==> config.mk <==
export PLATFORM = sky130hd
export DESIGN_NAME = ordered_array_insert_delete_search
export DESIGN_NICKNAME = d
export VERILOG_FILES = /design/src/hdl/oaids_pkg.sv /design/src/hdl/oaids_ram.sv /design/src/hdl/oaids_dp.sv /design/src/hdl/oaids_ctrl.sv /design/src/hdl/ordered_array_insert_delete_search.sv
export SDC_FILE = /design/constraint.sdc
export NUM_CORES = 2
export LEC_CHECK = 0
export BUFFER_PORTS_ARGS = -buffer_cell sky130_fd_sc_hd__buf_2
export CORE_MARGIN = 2
export CORE_UTILIZATION = 35
export DETAILED_ROUTE_END_ITERATION = 6
export HOLD_SLACK_MARGIN = 0.1
export PLACE_DENSITY_LB_ADDON = 0.1
export RECOVER_POWER = 50
export SLEW_MARGIN = 20
export SYNTH_ARGS = -nofsm -noshare
export SYNTH_HDL_FRONTEND = slang
export SYNTH_SLANG_ARGS = --single-unit
export TNS_END_PERCENT = 20
==> constraint.sdc <==
create_clock -name clk_i -period 15.15 [get_ports clk_i]
set_input_delay 3.03 -clock clk_i [delete_from_list [all_inputs] [get_ports clk_i]]
set_output_delay 3.03 -clock clk_i [all_outputs]
set_load 0.02 [all_outputs]
==> src/hdl/oaids_pkg.sv <==
package oaids_pkg;

  localparam int DEPTH    = 64;
  localparam int ADDR_W   = $clog2(DEPTH);
  localparam int CNT_W    = $clog2(DEPTH + 1);
  localparam int WORD_W   = 32;
  localparam int FUNC_W   = 2;
  localparam int POS_W    = 7;
  localparam int STATUS_W = 3;
  localparam int IDX_W    = 6;

  typedef enum logic [FUNC_W-1:0] {
    FUNC_INSERT  = 2'd0,
    FUNC_DELETE  = 2'd1,
    FUNC_SEARCH  = 2'd2,
    FUNC_DISPLAY = 2'd3
  } func_e;

  typedef enum logic [STATUS_W-1:0] {
    ST_OK       = 3'd0,
    ST_OVERFLOW = 3'd1,
    ST_BADPOS   = 3'd2,
    ST_NOTFOUND = 3'd3,
    ST_EMPTY    = 3'd4
  } status_e;

  typedef enum logic [1:0] {
    S_IDLE,
    S_DECIDE,
    S_READ,
    S_USE
  } state_e;

  // controller -> datapath
  typedef struct packed {
    logic    load;
    logic    wr_shift;
    logic    wr_item;
    logic    step;
    logic    cnt_inc;
    logic    cnt_dec;
    logic    emit;
    status_e emit_status;
    logic    emit_found;
    logic    emit_data;
    logic    emit_last;
  } dp_cmd_t;

  // datapath -> controller
  typedef struct packed {
    func_e func;
    logic  full;
    logic  bad_pos;
    logic  more;
    logic  match;
    logic  is_last;
    logic  empty;
  } dp_sts_t;

endpackage

==> src/hdl/oaids_ram.sv <==
module oaids_ram #(
  parameter int WIDTH = 32,
  parameter int DEPTH = 64
) (
  input  logic                     clk_i,
  input  logic                     we_i,
  input  logic [$clog2(DEPTH)-1:0] waddr_i,
  input  logic [WIDTH-1:0]         wdata_i,
  input  logic [$clog2(DEPTH)-1:0] raddr_i,
  output logic [WIDTH-1:0]         rdata_o
);

  logic [WIDTH-1:0] mem_q [DEPTH];
  logic [WIDTH-1:0] rdata_q;

  always_ff @(posedge clk_i) begin
    if (we_i) begin
      mem_q[waddr_i] <= wdata_i;
    end
    rdata_q <= mem_q[raddr_i];
  end

  assign rdata_o = rdata_q;

endmodule

==> src/hdl/oaids_dp.sv <==
module oaids_dp (
  input  logic                                 clk_i,
  input  logic                                 rst_ni,
  input  logic [oaids_pkg::FUNC_W-1:0]         func_i,
  input  logic [oaids_pkg::POS_W-1:0]          position_i,
  input  logic signed [oaids_pkg::WORD_W-1:0]  item_i,
  input  oaids_pkg::dp_cmd_t                   cmd_i,
  output oaids_pkg::dp_sts_t                   sts_o,
  output logic                                 result_valid_o,
  output logic [oaids_pkg::STATUS_W-1:0]       status_o,
  output logic [oaids_pkg::IDX_W-1:0]          found_index_o,
  output logic signed [oaids_pkg::WORD_W-1:0]  value_o,
  output logic                                 last_o,
  output logic [oaids_pkg::CNT_W-1:0]          entry_total_o
);

  oaids_pkg::func_e                 func_q;
  logic [oaids_pkg::POS_W-1:0]      pos_q;
  logic [oaids_pkg::WORD_W-1:0]     item_q;
  logic [oaids_pkg::CNT_W-1:0]      j_q, j_d;
  logic [oaids_pkg::CNT_W-1:0]      count_q, count_d;
  logic [oaids_pkg::CNT_W:0]        j_inc;

  logic                             we;
  logic [oaids_pkg::ADDR_W-1:0]     waddr, raddr;
  logic [oaids_pkg::WORD_W-1:0]     wdata, rdata;

  logic                             valid_q;
  logic [oaids_pkg::STATUS_W-1:0]   status_q;
  logic [oaids_pkg::IDX_W-1:0]      index_q;
  logic [oaids_pkg::WORD_W-1:0]     value_q;
  logic                             last_q;
  logic [oaids_pkg::CNT_W-1:0]      total_q;

  assign j_inc = {1'b0, j_q} + (oaids_pkg::CNT_W+1)'(1);

  // start index per operation
  always_comb begin
    j_d = j_q;
    if (cmd_i.load) begin
      case (oaids_pkg::func_e'(func_i))
        oaids_pkg::FUNC_INSERT: j_d = count_q;
        oaids_pkg::FUNC_DELETE: j_d = oaids_pkg::CNT_W'(position_i);
        default:                j_d = '0;
      endcase
    end else if (cmd_i.step) begin
      if (func_q == oaids_pkg::FUNC_INSERT) begin
        j_d = j_q - oaids_pkg::CNT_W'(1);
      end else begin
        j_d = oaids_pkg::CNT_W'(j_inc);
      end
    end
  end

  always_comb begin
    count_d = count_q;
    if (cmd_i.cnt_inc) begin
      count_d = count_q + oaids_pkg::CNT_W'(1);
    end else if (cmd_i.cnt_dec) begin
      count_d = count_q - oaids_pkg::CNT_W'(1);
    end
  end

  always_ff @(posedge clk_i or negedge rst_ni) begin
    if (!rst_ni) begin
      count_q <= '0;
      valid_q <= 1'b0;
    end else begin
      count_q <= count_d;
      valid_q <= cmd_i.emit;
    end
  end

  always_ff @(posedge clk_i) begin
    j_q <= j_d;
    if (cmd_i.load) begin
      func_q <= oaids_pkg::func_e'(func_i);
      pos_q  <= position_i;
      item_q <= item_i;
    end
    if (cmd_i.emit) begin
      status_q <= cmd_i.emit_status;
      index_q  <= cmd_i.emit_found ? oaids_pkg::IDX_W'(j_q) : '0;
      value_q  <= cmd_i.emit_data ? rdata : '0;
      last_q   <= cmd_i.emit_last;
      total_q  <= count_d;
    end
  end

  // insert moves j-1 up to j, delete moves j+1 down to j
  always_comb begin
    case (func_q)
      oaids_pkg::FUNC_INSERT: raddr = oaids_pkg::ADDR_W'(j_q - oaids_pkg::CNT_W'(1));
      oaids_pkg::FUNC_DELETE: raddr = oaids_pkg::ADDR_W'(j_inc);
      default:                raddr = oaids_pkg::ADDR_W'(j_q);
    endcase
  end

  assign we    = cmd_i.wr_shift | cmd_i.wr_item;
  assign waddr = cmd_i.wr_item ? oaids_pkg::ADDR_W'(pos_q) : oaids_pkg::ADDR_W'(j_q);
  assign wdata = cmd_i.wr_item ? item_q : rdata;

  oaids_ram #(
    .WIDTH(oaids_pkg::WORD_W),
    .DEPTH(oaids_pkg::DEPTH)
  ) u_ram (
    .clk_i  (clk_i),
    .we_i   (we),
    .waddr_i(waddr),
    .wdata_i(wdata),
    .raddr_i(raddr),
    .rdata_o(rdata)
  );

  always_comb begin
    sts_o.func    = func_q;
    sts_o.full    = (count_q == oaids_pkg::CNT_W'(oaids_pkg::DEPTH));
    sts_o.empty   = (count_q == '0);
    sts_o.match   = (rdata == item_q);
    sts_o.is_last = (j_inc == {1'b0, count_q});
    case (func_q)
      oaids_pkg::FUNC_INSERT: begin
        sts_o.bad_pos = ({1'b0, pos_q} > {1'b0, count_q});
        sts_o.more    = ({1'b0, j_q} > {1'b0, pos_q});
      end
      oaids_pkg::FUNC_DELETE: begin
        sts_o.bad_pos = ({1'b0, pos_q} >= {1'b0, count_q});
        sts_o.more    = (j_inc < {1'b0, count_q});
      end
      default: begin
        sts_o.bad_pos = 1'b0;
        sts_o.more    = (j_q < count_q);
      end
    endcase
  end

  assign result_valid_o = valid_q;
  assign status_o       = status_q;
  assign found_index_o  = index_q;
  assign value_o        = value_q;
  assign last_o         = last_q;
  assign entry_total_o  = total_q;

endmodule

==> src/hdl/oaids_ctrl.sv <==
module oaids_ctrl (
  input  logic               clk_i,
  input  logic               rst_ni,
  input  logic               start_i,
  output logic               busy_o,
  input  oaids_pkg::dp_sts_t sts_i,
  output oaids_pkg::dp_cmd_t cmd_o
);

  oaids_pkg::state_e state_q, state_d;

  always_ff @(posedge clk_i or negedge rst_ni) begin
    if (!rst_ni) begin
      state_q <= oaids_pkg::S_IDLE;
    end else begin
      state_q <= state_d;
    end
  end

  always_comb begin
    state_d = state_q;
    cmd_o   = '0;
    cmd_o.emit_status = oaids_pkg::ST_OK;
    cmd_o.emit_last   = 1'b1;
    case (state_q)
      oaids_pkg::S_IDLE: begin
        if (start_i) begin
          cmd_o.load = 1'b1;
          state_d    = oaids_pkg::S_DECIDE;
        end
      end
      // error checks are stable across the loop, so they are reevaluated harmlessly
      oaids_pkg::S_DECIDE: begin
        state_d = oaids_pkg::S_IDLE;
        case (sts_i.func)
          oaids_pkg::FUNC_INSERT: begin
            if (sts_i.full) begin
              cmd_o.emit = 1'b1;
              cmd_o.emit_status = oaids_pkg::ST_OVERFLOW;
            end else if (sts_i.bad_pos) begin
              cmd_o.emit = 1'b1;
              cmd_o.emit_status = oaids_pkg::ST_BADPOS;
            end else if (sts_i.more) begin
              state_d = oaids_pkg::S_READ;
            end else begin
              cmd_o.wr_item = 1'b1;
              cmd_o.cnt_inc = 1'b1;
              cmd_o.emit    = 1'b1;
            end
          end
          oaids_pkg::FUNC_DELETE: begin
            if (sts_i.bad_pos) begin
              cmd_o.emit = 1'b1;
              cmd_o.emit_status = oaids_pkg::ST_BADPOS;
            end else if (sts_i.more) begin
              state_d = oaids_pkg::S_READ;
            end else begin
              cmd_o.cnt_dec = 1'b1;
              cmd_o.emit    = 1'b1;
            end
          end
          oaids_pkg::FUNC_SEARCH: begin
            if (sts_i.more) begin
              state_d = oaids_pkg::S_READ;
            end else begin
              cmd_o.emit = 1'b1;
              cmd_o.emit_status = oaids_pkg::ST_NOTFOUND;
            end
          end
          default: begin
            if (sts_i.empty) begin
              cmd_o.emit = 1'b1;
              cmd_o.emit_status = oaids_pkg::ST_EMPTY;
            end else begin
              state_d = oaids_pkg::S_READ;
            end
          end
        endcase
      end
      oaids_pkg::S_READ: begin
        state_d = oaids_pkg::S_USE;
      end
      oaids_pkg::S_USE: begin
        case (sts_i.func)
          oaids_pkg::FUNC_SEARCH: begin
            if (sts_i.match) begin
              cmd_o.emit       = 1'b1;
              cmd_o.emit_found = 1'b1;
              state_d          = oaids_pkg::S_IDLE;
            end else begin
              cmd_o.step = 1'b1;
              state_d    = oaids_pkg::S_DECIDE;
            end
          end
          oaids_pkg::FUNC_DISPLAY: begin
            cmd_o.emit      = 1'b1;
            cmd_o.emit_data = 1'b1;
            cmd_o.emit_last = sts_i.is_last;
            cmd_o.step      = 1'b1;
            state_d = sts_i.is_last ? oaids_pkg::S_IDLE : oaids_pkg::S_READ;
          end
          default: begin
            cmd_o.wr_shift = 1'b1;
            cmd_o.step     = 1'b1;
            state_d        = oaids_pkg::S_DECIDE;
          end
        endcase
      end
      default: begin
        state_d = oaids_pkg::S_IDLE;
      end
    endcase
  end

  assign busy_o = (state_q != oaids_pkg::S_IDLE);

endmodule

==> src/hdl/ordered_array_insert_delete_search.sv <==
// Sequence: error results, appends and last-entry deletes are settled in the decide state;
//   each entry shifted or searched past adds a pass through decide, memory read and use,
//   and display emits one entry per pass through memory read and use.
// Throughput: one transaction at a time; a new start is taken as the final result shows.
// Reset: rst_ni clears the entry count, controller state and result strobe; the element
//   memory is not cleared (entries are only read below the count). Results cannot be stalled.
module ordered_array_insert_delete_search (
  input  logic                                 clk_i,
  input  logic                                 rst_ni,
  input  logic                                 start,
  output logic                                 busy,
  input  logic [oaids_pkg::FUNC_W-1:0]         func_i,
  input  logic [oaids_pkg::POS_W-1:0]          position_i,
  input  logic signed [oaids_pkg::WORD_W-1:0]  item_i,
  output logic                                 result_valid_o,
  output logic [oaids_pkg::STATUS_W-1:0]       status_o,
  output logic [oaids_pkg::IDX_W-1:0]          found_index_o,
  output logic signed [oaids_pkg::WORD_W-1:0]  value_o,
  output logic                                 last_o,
  output logic [oaids_pkg::CNT_W-1:0]          entry_total_o
);

  // Control/status exchange between the sequencer and the datapath.
  oaids_pkg::dp_cmd_t cmd;
  oaids_pkg::dp_sts_t sts;

  // Sequencer: one pass through decide/read/use per entry moved or searched; display loops read/use.
  oaids_ctrl u_ctrl (
    .clk_i  (clk_i),
    .rst_ni (rst_ni),
    .start_i(start),
    .busy_o (busy),
    .sts_i  (sts),
    .cmd_o  (cmd)
  );

  // Datapath: captured transaction, index walker, entry count, element memory
  // and the registered result outputs (one-cycle strobe).
  oaids_dp u_dp (
    .clk_i         (clk_i),
    .rst_ni        (rst_ni),
    .func_i        (func_i),
    .position_i    (position_i),
    .item_i        (item_i),
    .cmd_i         (cmd),
    .sts_o         (sts),
    .result_valid_o(result_valid_o),
    .status_o      (status_o),
    .found_index_o (found_index_o),
    .value_o       (value_o),
    .last_o        (last_o),
    .entry_total_o (entry_total_o)
  );

endmodule

# Word-level counts from Yosys, hierarchy flattened
# Memory sizes are Yosys's and may differ from the RTL's. A register that Yosys moved wholly into a read port is not among the register bits.
# Cells that the tools add are included.
# W data, S select, Z words.
[op_classes] order_cmp=5 n_bitwise=1 add_sub_neg=4 n_mux=51 eq_ne=11 n_reduce_logical=8
[op_table] operator="$mux W7" n=5
[op_table] operator="$eq A32 B32 Y1" n=1
[op_table] operator="$mux W32" n=1
[op_table] operator="$mux W1" n=21
[op_table] operator="$mux W2" n=10
[op_table] operator="$gt A7 B7 Y1" n=2
[op_table] operator="$pmux W7 S2" n=1
[op_table] operator="$sub A7 B1 Y7 const B" n=2
[op_table] operator="$mux W4" n=3
[op_table] operator="$pmux W4 S3" n=1
[op_table] operator="$pmux W6 S2" n=1
[op_table] operator="$add A7 B1 Y8 const B" n=1
[op_table] operator="$eq A2 B2 Y1 const B" n=4
[op_table] operator="$eq A8 B7 Y1" n=1
[op_table] operator="$lt A8 B7 Y1" n=1
[op_table] operator="$pmux W2 S2" n=2
[op_table] operator="$pmux W2 S4" n=1
[op_table] operator="$add A7 B1 Y7 const B" n=1
[op_table] operator="$eq A7 B7 Y1 const B" n=1
[op_table] operator="$ge A7 B7 Y1" n=1
[op_table] operator="$logic_not A7 Y1" n=1
[op_table] operator="$lt A7 B7 Y1" n=1
[op_table] operator="$eq A2 B1 Y1 const B" n=3
[op_table] operator="$logic_not A2 Y1" n=3
[op_table] operator="9 further kinds" n=11
[word_totals] output_inout_bits=51 in_bits=44 reg_bits=107 wordCells=93 mem_count=1 ramBits=2048
[mem_list] name="u_dp.u_ram.mem_q" words=64 word_bits=32 rd=1 rd_clocked_by_memory_dff=1 write_ports=1 line_no="oaids_ram.sv:13" rtl="logic [WIDTH-1:0] mem_q [DEPTH];"

# Logic depth before layout (Yosys ltp)
[depth] ltp_word=11 depth_mapped=19 mapped_depth_nobuf=11

# By module
# From an unflattened synthesis, not the netlist that was laid out.
[hier_totals] hier_cells=3801 hier_area_um2=84432.2
[by_module_without_submodules] mod="oaids_ram" seq_area_each_um2=62139.6 cells_per_inst=3324 area_per_inst_um2=78512.8 n_inst=1
[by_module_without_submodules] mod="oaids_dp" seq_area_each_um2=3113.0 cells_per_inst=432 area_per_inst_um2=5609.1 n_inst=1
[by_module_without_submodules] mod="oaids_ctrl" seq_area_each_um2=50.0 cells_per_inst=45 area_per_inst_um2=310.3 n_inst=1

# Least setup slack after synthesis
# No wires, ideal clock.
[synth_timing] kind="register to register" start="reg u_dp.j_q[0] in the netlist's numbering" end="mem u_dp.u_ram.mem_q[11][0], enable pin" setup_slack_ps=9316 t_required_ps=14729 setup_ps=421 period_less_slack_ps=5834 t_arrival_ps=5413 path_buffers=7 stages_incl_launch_ff=19 path_cell_list="edfxtp_1 buf_4 buf_2 buf_2 buf_2 clkinv_1 clkbuf_1 ha_1 ha_1 nor2b_1 o21a_1 o21a_1 o21bai_1 a21o_1 or3_1 buf_2 o2bb2a_1 clkbuf_1 nor2_1"
[synth_between] elab_chain_len=11 elab_cells_between_ends=14 cone_classes="1 x add/sub; 3 x order compare; 9 x mux; 1 x bitwise"
[synth_lines] element="from (decl)" line_no="oaids_dp.sv:20" rtl="logic [oaids_pkg::CNT_W-1:0] j_q, j_d;"
[synth_lines] element="from (signal assigned)" line_no="oaids_dp.sv:75" rtl="j_q <= j_d;"
[synth_lines] element="$add A7 B1 Y8" line_no="oaids_dp.sv:35" rtl="assign j_inc = {1'b0, j_q} + (oaids_pkg::CNT_W+1)'(1);"
[synth_lines] element="$lt A8 B7 Y1" line_no="oaids_dp.sv:128" rtl="sts_o.more = (j_inc < {1'b0, count_q});"
[synth_lines] element="$pmux W2 S2" line_no="oaids_dp.sv:121" rtl="case (func_q)"
[synth_lines] element="$mux W1" line_no="oaids_ctrl.sv:43" rtl="end else if (sts_i.more) begin"
[synth_lines] element="$mux W1" line_no="oaids_ctrl.sv:40" rtl="end else if (sts_i.bad_pos) begin"
[synth_lines] element="$mux W1" line_no="oaids_ctrl.sv:37" rtl="if (sts_i.full) begin"
[synth_lines] element="$mux W1" line_no="oaids_ctrl.sv:35" rtl="case (sts_i.func)"
[synth_lines] element="$mux W1" line_no="oaids_ctrl.sv:25" rtl="case (state_q)"
[synth_lines] element="$or A1 B1 Y1" line_no="oaids_dp.sv:99" rtl="assign we = cmd_i.wr_shift | cmd_i.wr_item;"
[synth_lines] element="$mux W1" line_no="oaids_ram.sv:17" rtl="if (we_i) begin"
[synth_lines] element="$mux W1 (not written as such)" line_no="oaids_ram.sv:18" rtl="mem_q[waddr_i] <= wdata_i;"
[synth_lines] element="to (decl)" line_no="oaids_ram.sv:13"
# Parallel ways exist; a longest one is shown, timed or not.

# Final worst setup path
[layout_timing] start="reg u_dp.func_q[1]" end="mem u_dp.u_ram.mem_q[3][21], enable pin"
[layout_between] elab_chain_len=10 elab_cells_between_ends=17 cone_classes="3 x eq/ne; 11 x mux; 1 x bitwise; 2 x reduce/logical"
[layout_lines] element="from (decl)" line_no="oaids_dp.sv:17" rtl="oaids_pkg::func_e func_q;"
[layout_lines] element="from (signal assigned)" line_no="oaids_dp.sv:77" rtl="func_q <= oaids_pkg::func_e'(func_i);"
[layout_lines] element="$eq A2 B1 Y1 or $logic_not A2 Y1 (tied branches)" line_no="oaids_dp.sv:121, oaids_ctrl.sv:35"
[layout_lines] element="$pmux W2 S2" line_no="oaids_dp.sv:121"
[layout_lines] element="$mux W1" line_no="oaids_ctrl.sv:43"
[layout_lines] element="$mux W1" line_no="oaids_ctrl.sv:40"
[layout_lines] element="$mux W1" line_no="oaids_ctrl.sv:37"
[layout_lines] element="$mux W1" line_no="oaids_ctrl.sv:35"
[layout_lines] element="$mux W1" line_no="oaids_ctrl.sv:25"
[layout_lines] element="$or A1 B1 Y1" line_no="oaids_dp.sv:99"
[layout_lines] element="$mux W1" line_no="oaids_ram.sv:17"
[layout_lines] element="$mux W1 (not written as such)" line_no="oaids_ram.sv:18"
# Parallel ways exist; a longest one is shown, timed or not.

==> results by group <==
Route
  • 1st-iter DRT viols: 6772
  • Post-DR wirelength/cell: 32.2 µm
  • Vias per inst: 5.78
  • Residual DRC: 0
  • Final WL: 318000 µm
  • 1st-pass router iterations: 6
  • ANT nets after route: 0
  • Vias post-DR: 57200

Clock tree
  • Hold-fix buffers at CTS: 0
  • Clk_lat worst skew: 0.92 ns
  • Resize count post-CTS: 0
  • CTS Buf Count: 241
  • Max Root-Sink Buffers: 4
  • CTS root buf: clkbuf_16
  • CTS tree: yes
  • H-tree depth: 4
  • Total clock sinks: 2187
  • Setup bufs post-CTS: 0
  • Worst-path clk slew: 0.06 ns

Run status
  • Violated checks: capacitance limit, slew limit
  • Status: finished, violations left

Critical path
  • Crit path cell chain: clkbuf_1, clkbuf_1, clkinvlp_2, clkbuf_1, nand2_1, a2111oi_0, a21o_1, or3_2, o2bb2a_1, buf_4, nor2_4, clkbuf_1
  • R2r startpoint: u_dp.func_q[1]
  • Slowest CP cell: clkbuf_1
  • Worst Setup SP: u_dp.func_q[1]
  • Worst EP required: 15.57 ns
  • Top cell by count, worst path: clkbuf_1
  • WS Path Type: register to register
  • Slowest cell delay on critical path: 2.35 ns
  • Crit path buffers/inverters: 6
  • Worst Setup Start Kind: register
  • CP Max Fanout: 36
  • Worst EP arrival: 11.67 ns
  • CP Capture Type: register
  • Crit path max-delay family: buffers and inverters

Pwr
  • Internal Power: 14.8 mW
  • Pwr/cell area: 232 mW/mm²
  • Comb power frac: 44.0%
  • Switching Fraction: 41.2%
  • NetSw: 10.3 mW
  • Clock share of power: 22.9%
  • Flop pwr share: 33.1%
  • Maximum VDD drop: 0.268 mV
  • Leak Pwr: 34.4 nW

Timing
  • Fin Clk Skew: 0.0528 ns
  • Shortest period the worst path allows: 11.25 ns
  • Fin. Hold Viols: 0
  • Relative slew slack: -125%
  • Min Hold Slack: 0.592 ns
  • Peak Freq: 0.0889 GHz
  • Period utilization: 74.2%
  • Fin. max-slew vios: 689
  • Post-Route Setup TNS: 0 ns
  • RSZ-0062 raised after global routing: no
  • Setup violations, final: 0
  • Slew @ Worst Pin: 3.38 ns

Floorplan
  • Die H: 525 µm
  • I/O pin count: 95
  • Rows: 191
  • Core region area: 0.271 mm²
  • Die X: 525 µm
  • Die Area: 0.276 mm²
  • Initial Utilization: 35.1%

Finish
  • Register area: 0.0653 mm²
  • Fillers: 24600
  • Synth-to-Final Area Change: 13.7%
  • Total area of multi-input combinational cells: 0.0285 mm²
  • Share of cells above drive strength 1: 19.9%
  • Nets: 6132

Synth
  • Synth top area cells: edfxtp_1, mux4_2, nand2_1, mux2i_1, nand3_1
  • Main synth FF type: edfxtp_1
  • Most frequent cell after synthesis: edfxtp_1
  • Largest area contributor in the netlist: edfxtp_1
  • Mapped Nets: 5996
  • Syn Inst Count: 5920
  • Yosys warnings: 0
  • Most frequent cells after synthesis: edfxtp_1, nand2_1, mux4_2, nand3_1, mux2i_1
  • Async set-reset flop share out of synthesis: 0.457%
  • Synth Cell Area: 0.0951 mm²
  • Yosys top cell area share: 67.8%
  • Sequential area share after synthesis: 68.7%
  • Library cells used by synthesis: 82
  • Post-Syn Area per Cell: 16.1 µm²
  • Number of flops mapped to enable cells by yosys: 2145
  • Yosys reg bits: 2187

Placement
  • GP Congestion: 0.806
  • DP HPWL: 180000 µm
  • I/O Buffers: 94

Global routing
  • Total gr overflow: 0
  • First-pass GRT wire length: 444000 µm
  • Overall routing resource usage: 22.6%
  • Initial antenna violation count: 30
  • Largest net degree at the start of global routing: 140
  • Vias in the first global route: 55700

Hold path
  • Worst hold start: u_dp.j_q[3]
  • Worst Hold Class: register to register

Flow run
  • Maxcap violations: 21
-- cell usage in the layout (no fill, tap or decap), types with 34 or more instances in the layout --
cell type	count
a22oi_1	43
nor3_1	56
edfxtp_1	2145
nand4_1	63
a32oi_1	72
clkbuf_16	242
clkinv_2	42
a221oi_1	36
o22ai_1	44
a31oi_1	153
nand3_1	240
buf_4	186
xor2_1	37
clkbuf_1	150
diode_2	70
a21oi_1	90
nor2_1	112
nor2_4	56
mux2i_1	214
clkinv_1	35
mux4_2	534
o21ai_0	71
and2_0	34
nand2_1	1048
-- registers in the layout, indices dropped and copies added (netlist names) --
register / cells
u_ctrl.state_q: 2
u_dp.count_q: 7
u_dp.entry_total_o: 7
u_dp.found_index_o: 6
u_dp.func_q: 2
u_dp.item_q: 32
u_dp.j_q: 7
u_dp.last_o: 1
u_dp.pos_q: 7
u_dp.result_valid_o: 1
u_dp.status_o: 3
u_dp.u_ram.mem_q: 2048
u_dp.u_ram.rdata_o: 32
u_dp.value_o: 32
-- cells by family (layout without fill, tap and decap cells) --
| family | Yosys count | in the layout | synth area share [%] |
|---|---|---|---|
| other | 0 | 70 | 0 |
| xor gates and xnor gates | 55 | 55 | 0.530 |
| and+or+nand+nor | 1757 | 1757 | 7.98 |
| buffers and inverters | 439 | 764 | 2.13 |
| AOI/OAI and AO/OA | 673 | 673 | 5.00 |
| adders and majority gates | 32 | 32 | 0.421 |
| muxes | 777 | 777 | 15.2 |
| DFF | 2187 | 2187 | 68.7 |
-- worst paths after layout --
check	endpoint	slack, ns	depth (start not counted)
worst min-delay path	u_dp.found_index_o[3]	0.59	1
max in group asynchronous	u_ctrl.state_q[0]	12.66	1
worst min register to register	u_dp.found_index_o[3]	0.59	1
worst max register to register	u_dp.u_ram.mem_q[3][21]	3.90	12
min in group asynchronous	u_dp.result_valid_o	2.10	1
worst max-delay path	u_dp.u_ram.mem_q[3][21]	3.90	12
-- area by class of cell --
type | count | area share (%)
Clock inverter | 105 | 0.879
Timing Repair Buffer | 307 | 1.81
Multi-Input combinational cell | 3294 | 26.3
Sequential cell | 2187 | 60.4
Inverter | 25 | 0.0880
Clock buffer | 327 | 6.17
Tap cell | 3570 | 4.13
Antenna cell | 70 | 0.162
-- per-stage QoR --
step	power, mW	cells	setup slack (ns)	util [%]	instance area [µm²]
floorplan	14.9	5920	9.32	-	95100
global placement	19.4	9380	6.81	37.2	101000
detailed placement	19.5	9383	7.70	37.2	101000
CTS	25.3	9815	7.76	40.0	108000
global route	26.1	9876	3.73	39.9	108000
finish	25.1	9885	3.90	40.0	108000
-- metal layers --
| metal | vias up | wire (µm) | track usage (%) |
|---|---|---|---|
| met5 | - | 0 | 0 |
| met4 | 0 | 7790 | 6.05 |
| met3 | 382 | 25000 | 4.05 |
| met2 | 2278 | 143000 | 34.3 |
| met1 | 30600 | 142000 | 33.3 |
| li1 | 23900 | - | - |
-- power by group through the flow --
| stage | clock network, mW | registers [mW] | logic [mW] |
|---|---|---|---|
| 3_3_place_gp | 0 | 8.39 | 11.0 |
| 2_1_floorplan | 0 | 8.31 | 6.59 |
| 6_report | 5.75 | 8.29 | 11.0 |
| 4_1_cts | 5.87 | 8.26 | 11.1 |
| 5_1_grt | 6.11 | 8.31 | 11.7 |
| 3_5_place_dp | 0 | 8.39 | 11.1 |
No activity file was read; power rests on OpenSTA's default activity.
